**src/design/bpt_pkg.sv**
```systemverilog
// Shared types, codes and constants of the breakpoint table.
package bpt_pkg;

  localparam int AddrW   = 24;
  localparam int WordW   = 16;
  localparam int ModeW   = 4;
  localparam int SlotW   = 8;
  localparam int HitW    = 3;
  localparam int CfgIdxW = 2;
  localparam int CfgW    = 24;

  localparam int NumBreaksDef = 8;
  localparam int AddrBitsDef  = 24;

  localparam logic [AddrW-1:0] FixedFloor = 24'h001000;
  localparam logic [AddrW-1:0] FixedWrap  = 24'h3FFFFF;
  localparam logic [AddrW-1:0] FixedCeil  = 24'h3F8000;

  localparam logic [AddrW-1:0] MaskReset   = 24'hFFFFFF;
  localparam logic [AddrW-1:0] LowerReset  = 24'h001000;
  localparam logic [AddrW-1:0] UpperReset  = 24'h3F8000;
  localparam logic [WordW-1:0] OpcodeReset = 16'h4AFC;

  typedef enum logic [ModeW-1:0] {
    MODE_CREATE    = 4'd0,
    MODE_ENABLE    = 4'd1,
    MODE_DISABLE   = 4'd2,
    MODE_CLEAR_ONE = 4'd3,
    MODE_CLEAR_ALL = 4'd4,
    MODE_CHECK_PC  = 4'd5,
    MODE_SET_STEP  = 4'd6,
    MODE_INSTALL   = 4'd7,
    MODE_REMOVE    = 4'd8
  } mode_e;

  typedef enum logic [CfgIdxW-1:0] {
    CFG_ADDR_MASK   = 2'd0,
    CFG_LOWER_LIMIT = 2'd1,
    CFG_UPPER_LIMIT = 2'd2,
    CFG_BREAK_OP    = 2'd3
  } cfg_e;

  // Reasons a create address is refused before the table is consulted.
  typedef struct packed {
    logic odd;
    logic below_lower;
    logic not_below_upper;
    logic below_floor;
    logic in_top_region;
  } rule_t;

endpackage

```
**src/design/bpt_rule_chk.sv**
```systemverilog
// Address masking and create-address range rules of the breakpoint table.
module bpt_rule_chk import bpt_pkg::*; #(
  parameter int ADDR_BITS = AddrBitsDef
) (
  input  logic [AddrW-1:0] address_i,
  input  logic [AddrW-1:0] mask_i,
  input  logic [AddrW-1:0] lower_i,
  input  logic [AddrW-1:0] upper_i,
  output logic [AddrW-1:0] key_o,
  output logic [AddrW-1:0] cut_o,
  output rule_t            rule_o
);

  localparam int CutBits = (ADDR_BITS < AddrW) ? ADDR_BITS : AddrW;
  localparam logic [AddrW-1:0] CutMask = {AddrW{1'b1}} >> (AddrW - CutBits);

  assign cut_o = address_i & CutMask;
  assign key_o = address_i & mask_i & CutMask;

  always_comb begin
    rule_o.odd             = key_o[0];
    rule_o.below_lower     = key_o < lower_i;
    rule_o.not_below_upper = key_o >= upper_i;
    rule_o.below_floor     = key_o < FixedFloor;
    rule_o.in_top_region   = (key_o & FixedWrap) >= FixedCeil;
  end

endmodule

```
**src/design/breakpoint_table_unit.sv**
```systemverilog
// Breakpoint table: slot store, command sequencer with one shared address compare.
//
//   channel  direction  handshake                payload
//   in       input      in_valid_i / in_ready_o  mode, address, slot, saved_word
//   out      output     out_valid_o / out_ready_i status, hit, hit_slot, write_*, last
//   cfg      input      cfg_we_i                 cfg_idx_i, cfg_wdata_i
//
// Create and check pc step through the user slots one per cycle with a single address
// comparator fed by the registered read port of the slot store.
// Install and remove visit all NUM_BREAKS + 1 slots, one result per enabled slot, and
// give one closing result when no slot is enabled.
// Reset clears the used and enabled marks at once. A full output register stalls the walk
// and the closing result; the input is taken only between commands.
module breakpoint_table_unit import bpt_pkg::*; #(
  parameter int NUM_BREAKS = NumBreaksDef,
  parameter int ADDR_BITS  = AddrBitsDef
) (
  input  logic               clk_i,
  input  logic               rst_ni,
  input  logic               in_valid_i,
  output logic               in_ready_o,
  input  logic [ModeW-1:0]   mode_i,
  input  logic [AddrW-1:0]   address_i,
  input  logic [SlotW-1:0]   slot_i,
  input  logic [WordW-1:0]   saved_word_i,
  output logic               out_valid_o,
  input  logic               out_ready_i,
  output logic               status_o,
  output logic               hit_o,
  output logic [HitW-1:0]    hit_slot_o,
  output logic               write_valid_o,
  output logic [AddrW-1:0]   write_address_o,
  output logic [WordW-1:0]   write_data_o,
  output logic               last_o,
  input  logic               cfg_we_i,
  input  logic [CfgIdxW-1:0] cfg_idx_i,
  input  logic [CfgW-1:0]    cfg_wdata_i
);

  localparam int NumSlots = NUM_BREAKS + 1;
  localparam int IdxW     = $clog2(NumSlots);
  localparam logic [IdxW-1:0] StepIdx  = IdxW'(NUM_BREAKS);
  localparam logic [IdxW-1:0] LastUser = IdxW'(NUM_BREAKS - 1);
  localparam logic [NumSlots-1:0] StepBit = NumSlots'(1) << NUM_BREAKS;

  typedef enum logic [1:0] {
    S_IDLE,
    S_SCAN,
    S_WALK,
    S_FIN
  } state_e;

  // Configuration registers.
  logic [AddrW-1:0] mask_q, lower_q, upper_q;
  logic [WordW-1:0] opcode_q;

  always_ff @(posedge clk_i or negedge rst_ni) begin
    if (!rst_ni) begin
      mask_q   <= MaskReset;
      lower_q  <= LowerReset;
      upper_q  <= UpperReset;
      opcode_q <= OpcodeReset;
    end else if (cfg_we_i) begin
      case (cfg_idx_i)
        CFG_ADDR_MASK:   mask_q   <= cfg_wdata_i[AddrW-1:0];
        CFG_LOWER_LIMIT: lower_q  <= cfg_wdata_i[AddrW-1:0];
        CFG_UPPER_LIMIT: upper_q  <= cfg_wdata_i[AddrW-1:0];
        CFG_BREAK_OP:    opcode_q <= cfg_wdata_i[WordW-1:0];
        default: ;
      endcase
    end
  end

  logic [AddrW-1:0] key_create, key_cut;
  rule_t            rule;

  bpt_rule_chk #(
    .ADDR_BITS (ADDR_BITS)
  ) u_rule_chk (
    .address_i (address_i),
    .mask_i    (mask_q),
    .lower_i   (lower_q),
    .upper_i   (upper_q),
    .key_o     (key_create),
    .cut_o     (key_cut),
    .rule_o    (rule)
  );

  state_e               state_q, state_d;
  logic [ModeW-1:0]     mode_q, mode_d;
  logic [AddrW-1:0]     key_q, key_d;
  logic [WordW-1:0]     word_q, word_d;
  logic [SlotW-1:0]     slot_q, slot_d;
  logic [IdxW-1:0]      idx_q, idx_d;
  logic [IdxW-1:0]      sel_q, sel_d;
  logic                 bad_q, bad_d;
  logic                 found_q, found_d;
  logic                 free_ok_q, free_ok_d;
  logic                 any_q, any_d;
  logic [NumSlots-1:0]  used_q, used_d;
  logic [NumSlots-1:0]  enabled_q, enabled_d;

  logic                 out_valid_q, out_valid_d;
  logic                 status_q, status_d;
  logic                 hit_q, hit_d;
  logic [HitW-1:0]      hit_slot_q, hit_slot_d;
  logic                 wv_q, wv_d;
  logic [AddrW-1:0]     wa_q, wa_d;
  logic [WordW-1:0]     wd_q, wd_d;
  logic                 last_q, last_d;

  // Slot store: one write port, one registered read port addressed by the next index.
  logic [AddrW-1:0]     addr_mem [NumSlots];
  logic [WordW-1:0]     word_mem [NumSlots];
  logic [AddrW-1:0]     rd_addr_q;
  logic [WordW-1:0]     rd_word_q;
  logic                 mem_we;
  logic [IdxW-1:0]      mem_wa;
  logic [AddrW-1:0]     mem_wad;
  logic [WordW-1:0]     mem_wwd;

  always_ff @(posedge clk_i) begin
    if (mem_we) begin
      addr_mem[mem_wa] <= mem_wad;
      word_mem[mem_wa] <= mem_wwd;
    end
    rd_addr_q <= addr_mem[idx_d];
    rd_word_q <= word_mem[idx_d];
  end

  logic                 can_push, push, match, later_en, slot_ok, reject;
  logic [IdxW-1:0]      si;

  assign can_push = !out_valid_q || out_ready_i;
  assign match    = rd_addr_q == key_q;
  assign slot_ok  = slot_q < SlotW'(NUM_BREAKS);
  assign si       = slot_q[IdxW-1:0];
  assign reject   = bad_q || found_q || !free_ok_q;

  always_comb begin
    later_en = 1'b0;
    for (int j = 0; j < NumSlots; j++) begin
      if (enabled_q[j] && (IdxW'(j) > idx_q)) begin
        later_en = 1'b1;
      end
    end
  end

  always_comb begin
    state_d     = state_q;
    mode_d      = mode_q;
    key_d       = key_q;
    word_d      = word_q;
    slot_d      = slot_q;
    idx_d       = idx_q;
    sel_d       = sel_q;
    bad_d       = bad_q;
    found_d     = found_q;
    free_ok_d   = free_ok_q;
    any_d       = any_q;
    used_d      = used_q;
    enabled_d   = enabled_q;
    out_valid_d = out_valid_q && !out_ready_i;
    status_d    = status_q;
    hit_d       = hit_q;
    hit_slot_d  = hit_slot_q;
    wv_d        = wv_q;
    wa_d        = wa_q;
    wd_d        = wd_q;
    last_d      = last_q;
    mem_we      = 1'b0;
    mem_wa      = StepIdx;
    mem_wad     = key_q;
    mem_wwd     = word_q;
    push        = 1'b0;

    case (state_q)
      S_IDLE: begin
        if (in_valid_i) begin
          mode_d    = mode_i;
          key_d     = (mode_i == MODE_CREATE) ? key_create : key_cut;
          word_d    = saved_word_i;
          slot_d    = slot_i;
          idx_d     = '0;
          sel_d     = '0;
          bad_d     = |rule;
          found_d   = 1'b0;
          free_ok_d = 1'b0;
          any_d     = 1'b0;
          case (mode_i)
            MODE_CREATE, MODE_CHECK_PC: state_d = S_SCAN;
            MODE_INSTALL, MODE_REMOVE:  state_d = S_WALK;
            default:                    state_d = S_FIN;
          endcase
        end
      end

      S_SCAN: begin
        if (mode_q == MODE_CREATE) begin
          if (used_q[idx_q] && match) begin
            found_d = 1'b1;
          end
          if (!used_q[idx_q] && !free_ok_q) begin
            free_ok_d = 1'b1;
            sel_d     = idx_q;
          end
        end else if (enabled_q[idx_q] && match && !found_q) begin
          found_d = 1'b1;
          sel_d   = idx_q;
        end
        if (idx_q == LastUser) begin
          state_d = S_FIN;
        end else begin
          idx_d = idx_q + 1'b1;
        end
      end

      S_WALK: begin
        if (!enabled_q[idx_q] || can_push) begin
          if (enabled_q[idx_q]) begin
            push       = 1'b1;
            any_d      = 1'b1;
            status_d   = 1'b0;
            hit_d      = 1'b0;
            hit_slot_d = '0;
            wv_d       = 1'b1;
            wa_d       = rd_addr_q;
            wd_d       = (mode_q == MODE_INSTALL) ? opcode_q : rd_word_q;
            last_d     = !later_en;
          end
          if (idx_q == StepIdx) begin
            if (mode_q == MODE_REMOVE) begin
              used_d[NUM_BREAKS]    = 1'b0;
              enabled_d[NUM_BREAKS] = 1'b0;
            end
            // An empty walk still owes one closing result.
            state_d = (any_q || push) ? S_IDLE : S_FIN;
          end else begin
            idx_d = idx_q + 1'b1;
          end
        end
      end

      S_FIN: begin
        if (can_push) begin
          push       = 1'b1;
          state_d    = S_IDLE;
          status_d   = 1'b0;
          hit_d      = 1'b0;
          hit_slot_d = '0;
          wv_d       = 1'b0;
          wa_d       = '0;
          wd_d       = '0;
          last_d     = 1'b1;
          case (mode_q)
            MODE_CREATE: begin
              status_d = reject;
              if (!reject) begin
                mem_we            = 1'b1;
                mem_wa            = sel_q;
                used_d[sel_q]     = 1'b1;
                enabled_d[sel_q]  = 1'b1;
              end
            end
            MODE_ENABLE, MODE_DISABLE: begin
              if (slot_ok && used_q[si]) begin
                enabled_d[si] = (mode_q == MODE_ENABLE);
              end else begin
                status_d = 1'b1;
              end
            end
            MODE_CLEAR_ONE: begin
              if (slot_ok) begin
                used_d[si]    = 1'b0;
                enabled_d[si] = 1'b0;
              end else begin
                status_d = 1'b1;
              end
            end
            MODE_CLEAR_ALL: begin
              used_d    = used_q & StepBit;
              enabled_d = enabled_q & StepBit;
            end
            MODE_CHECK_PC: begin
              hit_d      = found_q;
              hit_slot_d = found_q ? HitW'(sel_q) : '0;
            end
            MODE_SET_STEP: begin
              mem_we                = 1'b1;
              mem_wa                = StepIdx;
              used_d[NUM_BREAKS]    = 1'b1;
              enabled_d[NUM_BREAKS] = 1'b1;
            end
            MODE_INSTALL, MODE_REMOVE: ;
            default: status_d = 1'b1;
          endcase
        end
      end

      default: state_d = S_IDLE;
    endcase

    if (push) begin
      out_valid_d = 1'b1;
    end
  end

  always_ff @(posedge clk_i or negedge rst_ni) begin
    if (!rst_ni) begin
      state_q     <= S_IDLE;
      mode_q      <= '0;
      key_q       <= '0;
      word_q      <= '0;
      slot_q      <= '0;
      idx_q       <= '0;
      sel_q       <= '0;
      bad_q       <= 1'b0;
      found_q     <= 1'b0;
      free_ok_q   <= 1'b0;
      any_q       <= 1'b0;
      used_q      <= '0;
      enabled_q   <= '0;
      out_valid_q <= 1'b0;
      status_q    <= 1'b0;
      hit_q       <= 1'b0;
      hit_slot_q  <= '0;
      wv_q        <= 1'b0;
      wa_q        <= '0;
      wd_q        <= '0;
      last_q      <= 1'b0;
    end else begin
      state_q     <= state_d;
      mode_q      <= mode_d;
      key_q       <= key_d;
      word_q      <= word_d;
      slot_q      <= slot_d;
      idx_q       <= idx_d;
      sel_q       <= sel_d;
      bad_q       <= bad_d;
      found_q     <= found_d;
      free_ok_q   <= free_ok_d;
      any_q       <= any_d;
      used_q      <= used_d;
      enabled_q   <= enabled_d;
      out_valid_q <= out_valid_d;
      status_q    <= status_d;
      hit_q       <= hit_d;
      hit_slot_q  <= hit_slot_d;
      wv_q        <= wv_d;
      wa_q        <= wa_d;
      wd_q        <= wd_d;
      last_q      <= last_d;
    end
  end

  assign in_ready_o      = (state_q == S_IDLE);
  assign out_valid_o     = out_valid_q;
  assign status_o        = status_q;
  assign hit_o           = hit_q;
  assign hit_slot_o      = hit_slot_q;
  assign write_valid_o   = wv_q;
  assign write_address_o = wa_q;
  assign write_data_o    = wd_q;
  assign last_o          = last_q;

  // A slot can only be enabled while it is in use.
  assert property (@(posedge clk_i) disable iff (!rst_ni) (enabled_q & ~used_q) == '0)
    else $error("enabled slot without used mark");

  // The slot index never runs past the step slot.
  assert property (@(posedge clk_i) disable iff (!rst_ni) idx_q <= StepIdx)
    else $error("slot index out of range");

  // The closing result of a command returns the sequencer to idle.
  assert property (@(posedge clk_i) disable iff (!rst_ni)
                   (state_q == S_FIN && push) |=> state_q == S_IDLE)
    else $error("sequencer busy after closing result");

  // Table writes happen only when a command completes.
  assert property (@(posedge clk_i) disable iff (!rst_ni) mem_we |-> (state_q == S_FIN && push))
    else $error("slot store written outside command completion");

endmodule
```
**config.mk**
```make
export PLATFORM = sky130hd
export DESIGN_NAME = breakpoint_table_unit
export DESIGN_NICKNAME = d
export VERILOG_FILES = /design/src/design/bpt_pkg.sv /design/src/design/bpt_rule_chk.sv /design/src/design/breakpoint_table_unit.sv
export SDC_FILE = /design/constraint.sdc
export NUM_CORES = 1
export LEC_CHECK = 0
export ABC_AREA = 0
export BUFFER_PORTS_ARGS = -buffer_cell sky130_fd_sc_hd__buf_4
export CORE_UTILIZATION = 54
export DETAILED_ROUTE_END_ITERATION = 10
export GPL_ROUTABILITY_DRIVEN = 0
export PLACE_DENSITY = 0.75
export SLEW_MARGIN = 10
export SYNTH_ARGS = -nofsm -noshare
export SYNTH_HDL_FRONTEND = slang
export SYNTH_SLANG_ARGS = --single-unit
```
**constraint.sdc**
```tcl
create_clock -name clk_i -period 7.3 [get_ports clk_i]
set_input_delay 1.46 -clock clk_i [delete_from_list [all_inputs] [get_ports clk_i]]
set_output_delay 1.46 -clock clk_i [all_outputs]
set_load 0.02 [all_outputs]
```
==> summary.md <==
| Metric | Value |
|---|---|
| Worst-path cell chain | buf_4, nand2b_1, a221o_1, o21ai_2, o21a_1, buf_4, o211ai_2, nor2_2, buf_4, a22o_1, nor3_1 |
| Synth Flop Type | edfxtp_1 |
| Yosys reg bits | between 600 and 700 |
| Synthesized net count | around 2200 |
| Endpoints failing hold | 0 |
| Die height | 222.7 µm |
| Grt ovf | 0 |
| Combinational share of power | between 30 and 40% |
| Clock Skew | between 20 and 25 ps |
| Fin worst setup slack | around 2900 ps |
| Area grow syn2layout | 13.47% |
| Post-CTS Setup Bufs | 0 |
| Antenna violations before repair | 2 |
| Sequential area share after synthesis | about 65% |
| Final period util | roughly three fifths |
| Outcome | complete, no violations |
| Syn Inst Count | about 2000 |
| HP Class | reg2reg |
| Top cell by count, worst path | buf_4 |
| DIE WIDTH | between 200 and 250 µm |
| Crit-path max cell delay | approximately 670 ps |
| Switching share of power | 36.89% |
| Max Cap Violations | 0 |
| Worst-margin pin slew | 1235 ps |
| Count of different cell masters after synthesis | 74 |
| CTS Sinks | 620 |
| PwrDens | ~440 mW/mm² |
| Via count | about 17000 |
| Reg2Reg Capture Point | rd_addr_q[23] |
| Async SR Flop Fraction | a little over a third |
| Setup Viol. Count Final | 0 |
| Storage element area | ~0.017 mm² |
| Crit Path Class | in2reg |
| Worst r2r path cells | 10 |
| Worst path slowest cell | nor2_2 |
| Vias in the first global route | 16420 |
| CTS buffer count | a little under 60 |
| Cell area after placement | 0.02789 mm² |
| Slew margin rel. | around 18% |
| I/O Buffers | 131 |
| Max FO, Critical Path | 35 |
| Vias per cell | a little under 6 |
| First-pass GRT wire length | approximately 96000 µm |
| CTS tree | yes |
| Net Sw Power | ~0.0048 W |
| Pint | 0.008231 W |
| Peak Freq | 0.2251 GHz |
| Pre-CTS WS | 2293 ps |
| Dpl hpwl | between 30000 and 40000 µm |
| Pins over their slew limit | 0 |
| Number of synthesized flops with an enable pin | 360 |
| Largest net degree at the start of global routing | around 120 |
| Crit path DAT | slightly below 5000 ps |
| Hold path start | word_mem[8][0] |
| Yosys warnings | 0 |
| Pleak | roughly 12 nW |
| Hold Crit Endpoint | rd_word_q[0] |
| Antenna diodes | 0 |
| Hold-fix buffers at CTS | 0 |
| Layout cells sized above 1 | between 10% and 20% |
| Cell Rows | 80 |
| Longest Clk Path Bufs | 3 |
| Multi-input logic area | 0.008457 mm² |
| Die area | between 0.04 and 0.05 mm² |
| Worst r2r src | idx_q[1] |
| Final ANT Viol Nets | 0 |
| Overall routing resource usage | 25.26% |
| Residual DRC | 0 |
| Worst-Skew Late Latency | roughly 640 ps |
| Drt wl/cell | between 20 and 25 µm |
| Fin Setup TNS | 0 ps |
| Syn_area_per_cell | around 13 µm² |
| R2R setup slack | between 2000 and 3000 ps |
| CP Launch Type | input pin |
| Minimum clock period | 4443 ps |
| WP data required | between 7000 and 8000 ps |
| Final wirelength | 61630 µm |
| Peak VDD IR | 0.3088 mV |
| Synthesized area | approximately 0.026 mm² |
| Clock Pin Slew Worst Setup and Hold Paths | ~60 ps |
| Boundary Pins | around 130 |
| Hold depth | 1 |
| Fin area | between 0.02 and 0.03 mm² |
| Nets | about 2300 |
| Clock share of power | between 20% and 30% |
| RSZ-0062 raised after global routing | false |
| H-tree levels | 2 |
| Root buffer cell | clkbuf_16 |
| TritonRoute pass-1 iters | 5 |
| Number of fill cells in the layout | around 3500 |
| Initial DRC Count | 1267 |
| Core ar. | between 0.04 and 0.05 mm² |
| Post-CTS Resized | 0 |
| Crit. End Element | flip-flop |
| Reg power frac | 40.7% |
| Initial core utilization | a little over half |
==> power by group through the flow <==
stage	clock (W)	combinational (W)	sequential [W]
final	0.00304	0.00469	0.00531
after detailed placement	0	0.00464	0.00536
after global routing	0.00322	0.00511	0.00540
after CTS	0.00309	0.00469	0.00530
after global placement	0	0.00455	0.00532
after floorplan	0	0.00362	0.00509
==> flip-flops by register name, summed over array words and instances, names as in the netlist, 3 cells and up <==
signal           cells
addr_mem           216
enabled_q            9
opcode_q            16
lower_q             24
rd_word_q           16
word_mem           144
write_data_o        16
idx_q                4
write_address_o     24
sel_q                4
upper_q             24
slot_q               8
mask_q              24
rd_addr_q           24
mode_q               4
key_q               24
mem_wwd             16
used_q               9
hit_slot_o           3
==> logic make-up after synthesis <==
logic type | after synthesis | synth area share, %
compound gates | 312 | 7.633
fa+ha+maj | 50 | 2.349
simple gates | 569 | 9.606
buf+inv | 172 | 2.929
xor+xnor | 29 | 0.9654
mux | 278 | 11.27
flops | 620 | 65.25
==> through the flow <==
step                total power [W]  hold WS, ps  utilization [%]  std cells
floorplan                  0.008705        424.4                -       2030
CTS                         0.01308        455.4            62.27       2820
global route                0.01373        468.5            62.27       2820
detailed placement          0.01000        441.7            58.17       2708
global placement           0.009873        435.4            58.17       2708
finish                      0.01304        452.1            62.27       2820
==> Yosys cell counts, types with 10 or more instances <==
cell / count / area (µm²)
and2_1: 17 / 106.4
mux2_2: 105 / 1182
a21o_1: 14 / 105.1
nor2b_1: 15 / 93.84
xnor2_1: 19 / 166.4
nor2_1: 111 / 416.7
nand4_1: 13 / 81.33
nand3_1: 56 / 280.3
buf_2: 15 / 75.07
a211oi_1: 18 / 135.1
o21ai_0: 106 / 530.5
dfrtp_1: 179 / 4479
dfstp_2: 41 / 1077
ha_1: 47 / 588.1
dfxtp_1: 40 / 800.8
nand2_1: 267 / 1002
inv_1: 72 / 270.3
a22o_1: 34 / 297.8
mux2i_1: 169 / 1692
a21oi_1: 72 / 360.4
nor3_1: 45 / 225.2
xor2_1: 10 / 87.58
clkbuf_1: 57 / 214.0
edfxtp_1: 360 / 10810
==> cells in the final DEF (no fill, tap or decap), types with 10 or more instances in the layout <==
cell | synthesis | layout
a211oi_1 | 18 | 18
a21o_1 | 14 | 14
a21oi_1 | 72 | 72
a22o_1 | 34 | 34
and2_1 | 17 | 17
buf_4 | 5 | 161
clkbuf_1 | 57 | 12
clkbuf_16 | 0 | 61
clkinv_1 | 1 | 10
clkinv_2 | 0 | 11
dfrtp_1 | 179 | 179
dfstp_2 | 41 | 41
dfxtp_1 | 40 | 40
edfxtp_1 | 360 | 360
ha_1 | 47 | 47
inv_1 | 72 | 72
mux2_2 | 105 | 105
mux2i_1 | 169 | 169
nand2_1 | 267 | 266
nand3_1 | 56 | 54
nand4_1 | 13 | 13
nor2_1 | 111 | 106
nor2b_1 | 15 | 13
nor3_1 | 45 | 42
o21ai_0 | 106 | 106
xnor2_1 | 19 | 19
xor2_1 | 10 | 10
==> how the worst max path moves through the flow <==
stage | startpoint | endpoint | slack (ps) | cells past startpoint
final | out_ready_i | rd_addr_q[23] | 2860 | 11
after global routing | idx_q[1] | rd_addr_q[18] | 2690 | 10
after CTS | out_ready_i | rd_addr_q[23] | 2900 | 11
after detailed placement | out_ready_i | rd_addr_q[23] | 2290 | 11
after global placement | out_ready_i | rd_addr_q[23] | 2370 | 11
after floorplan | out_ready_i | addr_mem[1][0] | 2070 | 4
==> critical path: cells and delay by family <==
kind                   cells  cell delay (ps)
and+or+nand+nor            3              970
AOI/OAI and AO/OA          5             1480
buffers and inverters      3             1020
==> routing by layer <==
metal / routed length [µm] / part of all wire, % / GRT usage, %
met4: 1470 / 2.4 / 7.987
met5: 0 / 0 / 0
met2: 29260 / 47 / 40.84
met3: 3994 / 6.5 / 3.504
met1: 26900 / 44 / 35.55
==> cell type report <==
| type | count | share of cell area [%] |
|---|---|---|
| clock buffer | 82 | 5.679 |
| clock inverter | 30 | 0.8927 |
| inverter | 73 | 0.9179 |
| multi-input combinational | 1238 | 28.33 |
| sequential | 620 | 57.51 |
| tap | 615 | 2.578 |
| timing repair buffer | 162 | 4.099 |
(Power assumes the default switching activity.)
